**src/rtl/rpnc_ram.sv**
```systemverilog
// Generic single-port-write, single-port-read RAM with registered read data.
// No dependencies.
module rpnc_ram #(
    parameter int WIDTH = 32,
    parameter int DEPTH = 64
) (
    input  logic                     clk,
    input  logic                     we,
    input  logic [$clog2(DEPTH)-1:0] waddr,
    input  logic [WIDTH-1:0]         wdata,
    input  logic [$clog2(DEPTH)-1:0] raddr,
    output logic [WIDTH-1:0]         rdata
);

    logic [WIDTH-1:0] mem [DEPTH];

    always_ff @(posedge clk)
    begin
        if (we)
            mem[waddr] <= wdata;
        rdata <= mem[raddr];
    end

endmodule
```
**config.mk**
```make
export PLATFORM = sky130hd
export DESIGN_NAME = rpnc_ram
export DESIGN_NICKNAME = d
export VERILOG_FILES = /design/src/rtl/rpnc_ram.sv
export SDC_FILE = /design/constraint.sdc
export NUM_CORES = 2
export LEC_CHECK = 0
export ABC_AREA = 1
export BUFFER_PORTS_ARGS = -buffer_cell sky130_fd_sc_hd__buf_2
export CORE_MARGIN = 3
export CORE_UTILIZATION = 30
export CTS_BUF_LIST = sky130_fd_sc_hd__clkbuf_16
export CTS_CLUSTER_DIAMETER = 60
export DETAILED_ROUTE_END_ITERATION = 10
export PLACE_DENSITY = 0.46
export SLEW_MARGIN = 40
export SYNTH_ARGS = -nofsm -noshare
export SYNTH_HDL_FRONTEND = slang
export SYNTH_SLANG_ARGS = --single-unit
```
**constraint.sdc**
```tcl
create_clock -name clk -period 5.4 [get_ports clk]
set_input_delay 0.27 -clock clk [delete_from_list [all_inputs] [get_ports clk]]
set_output_delay 0.27 -clock clk [all_outputs]
set_load 0.01 [all_outputs]
```
After elaboration in Yosys (flattened, before gate mapping)
Memories as Yosys holds them, arrays and structs flattened. A register that Yosys moved wholly into a read port is not among the register bits. Cells that the tools add are included.

Bits in registers: 0. RAM bits: 2048. Input port bits: 46. Output and inout port bits: 32. Logic and storage cells: 3. Memories kept: 1.

Mux-type cells: 2.

Memory list: mem (depth 64, width 32, rd ports 1, clocked after memory_dff 1, wr ports 1, RTL line 15) `logic [WIDTH-1:0] mem [DEPTH];`.

Operator list (number): $mux 1 (2).

Longest topological paths before layout
Depth in word-level cells: 2. Gate-level depth with buffers: 13. Depth with buffers taken out: 9.

Worst setup path after synthesis
No wires, ideal clock.

Kind: input -> register. Start: in we. End: mem mem[48][0] (enable). Library setup time: 0.502 ns. Arrival time: 3.898 ns. Data required time: 4.898 ns. Setup slack: 1.000 ns. Stages: 3. Buffers on the path: 1. Cell sequence: clkbuf_1 nand4_1 nor4_1.

Longest elaborated chain between the ends: 2.

Ends and longest elaborated chain: start: declaration (RTL line 8) `input logic we,`; $mux 1 (RTL line 19) `if (we)`; $mux 1 (not written as such) (RTL line 20) `mem[waddr] <= wdata;`; end: declaration (RTL line 15).

Every way passes these cells.

==> reports/metrics.yaml <==
detailed_routing:
  post_drt_wl_per_cell_microns: 23.9
  vias: 52900
  firstDrtPassIters: 5
  wl_mm: 256
  drcViolationCount: 0
  drtIter0Drc: 4845
  via_per_inst: 4.93
  antenna_left: 0
setup_path:
  cp_top_family: "buffers and inverters"
  start_kind: "input port"
  path_depth: 12
  critPathCaptureType: "register"
  cp_max_fo: 112
  cp_num_buf_inv: 4
  worstPathRequired_ps: 6190
  cpPeakStageDelay_ps: 540
  r2r_cells: 8
  path_cells: "buf_8 > inv_16 > buf_16 > buf_4 > nand2_1 > nand3_1 > nand3_1 > nand3_1 > nand3_1 > nand2_1 > nand2_1 > nand2_1"
  crit_type: "input port to register"
  slowest_stage: "buf_4"
  crit_arrival_ps: 3220
synth:
  synthFlopType: "edfxtp_1"
  synth_cells: 6769
  ys_seq_area_frac: 0.751
  yosys_warnings: 0
  syn_nets: 6815
  synth_cell_types: 16
  synth_area_sq_um: 82700
  synth_common_cells: "2248 x nand2_1, 2048 x edfxtp_1, 1907 x nand3_1"
  async_flop_share: 0
  yosysMostFrequentCell: "nand2_1"
  ys_seq_elements: 2080
  syn_area_per_cell_sq_um: 12.2
  synth_top_area_frac: 0.743
  synth-edff-count: 2048
  synth_area_leader_cell: "edfxtp_1"
  yosys-top-cells-area: "edfxtp_1 74%, nand3_1 12%, nand2_1 10%"
global_route:
  grt_pass1_wl_mm: 371
  grt_pass1_vias: 51000
  antenna_found_initial: 15
  grt_max_degree: 166
  grt_overflow: 0
  track_usage: 0.178
pwr:
  p_comb_frac: 0.062
  swShare: 0.234
  p_sw_mw: 8.08
  p_leak_nw: 33.1
  vdd_drop_max_v: 0.000335
  internal-power_mw: 26.5
  clkPwrFrac: 0.420
  seq_power_share: 0.518
  power.density_nw_per_um2: 363
placement:
  hpwl_mm: 138
  gp_congestion: 0.778
  io_buffers: 77
  place_ws_ps: 2300
floorplan:
  coreArea_sq_um: 274000
  ioPinCount: 78
  die_x_microns: 531
  die_area_sq_um: 282000
  fp-row-count: 192
  start_util: 0.302
  die_y_microns: 531
sta:
  maxSlewHeadroom: 0.385
  fin_tns_setup_ps: 0
  hold_violations: 0
  rsz0062_at_grt: "false"
  worstMarginPinSlew_ps: 922
  setup_ws_ps: 2970
  timing.final.crit_share: 0.449
  finalCriticalPeriod_ps: 2430
  max_freq_ghz: 0.412
  clock_skew_ps: 27.1
  drv_slew: 0
  finalSetupViolCount: 0
cts:
  clkTransAtPathRegs_ps: 60
  cts-root-buf: "clkbuf_16"
  cts_setup_buffers: 0
  cts_tree: "built"
  cts_resized: 0
  cts.htree.levels: 4
  cts.path.max_buffers: 3
  clock_latency_ps: 860
  cts_sinks: 2080
  cts-buffers-inserted: 225
  holdBufCountCts: 3
job:
  max_cap_viol_count: 0
min_path:
  hold_path.class: "input port to register"
  min_path_cells: 2
final_layout:
  nNetsFinal: 6887
  area_delta_synth_final_pct: 15.3
  drive_above_1_share: 0.0934
run_status:
  status: "complete, no violations"
[layout by cell type (no fill, tap or decap), drive strengths merged]
cell         count
nor2            56
bufinv          12
clkinv         112
dfxtp           32
inv             73
edfxtp        2048
clkbuf         227
nand2         2248
nand4            9
clkinvlp         5
dlygate4sd3     11
nand3         1907
diode            8
buf            283
nor4             8
[state kept, by name, summed over array words and instances, names as in the netlist]
name and flops:
rdata 32, mem 2048
[stage by stage]
step / power, mW / util / hold WS, ps / area (sq um) / cells
after global routing: 35.8 / 0.348 / 2.05 / 95400 / 10700
after global placement: 20.4 / 0.320 / 709 / 87700 / 10300
after detailed placement: 20.4 / 0.322 / 702 / 88100 / 10300
after floorplan: 19.4 / - / 369 / 82700 / 6769
final: 34.6 / 0.348 / 7.37 / 95400 / 10700
after CTS: 35.0 / 0.347 / 6.64 / 95100 / 10700
[final timing paths]
| path | from | endpoint | slack (ps) |
|---|---|---|---|
| max | raddr[0] | rdata[11]$_DFF_P_ | 2970 |
| min | wdata[12] | mem[57][12]$_DFFE_PP_ | 7 |
| max reg2reg | mem[63][2]$_DFFE_PP_ | rdata[2]$_DFF_P_ | 3810 |
| min reg2reg | mem[10][16]$_DFFE_PP_ | rdata[16]$_DFF_P_ | 780 |
[power groups by stage]
stage | clock [mW] | combinational [mW] | sequential [mW]
after floorplan | 0 | 1.10 | 18.3
after global placement | 0 | 2.13 | 18.3
after detailed placement | 0 | 2.15 | 18.3
after CTS | 14.9 | 2.16 | 18.0
after global routing | 15.5 | 2.33 | 18.0
final | 14.5 | 2.13 | 17.9
[final cells by class]
type,count,area (sq um)
Multi-Input combinational cell,4228,18800
Sequential cell,2080,62100
Tap cell,3686,4610
Clock buffer,227,5680
Clock inverter,190,1220
Antenna cell,8,20.0
Fill cell,26900,179000
Inverter,12,87.6
Timing Repair Buffer,294,2840
[cell families after synthesis]
group,Yosys count,synth area share
buffers and inverters,461,0.0278
AND/OR/NAND/NOR,4228,0.221
flip-flops,2080,0.751
[layer usage]
metal / up-vias / track usage / share of wire
li1: 24300 / - / -
met4: 6 / 0.0547 / 0.027
met1: 26800 / 0.250 / 0.45
met3: 370 / 0.0221 / 0.045
met2: 1368 / 0.289 / 0.48
met5: - / 0 / 0.00016
Note: power is estimated with default switching activity, not from simulation.
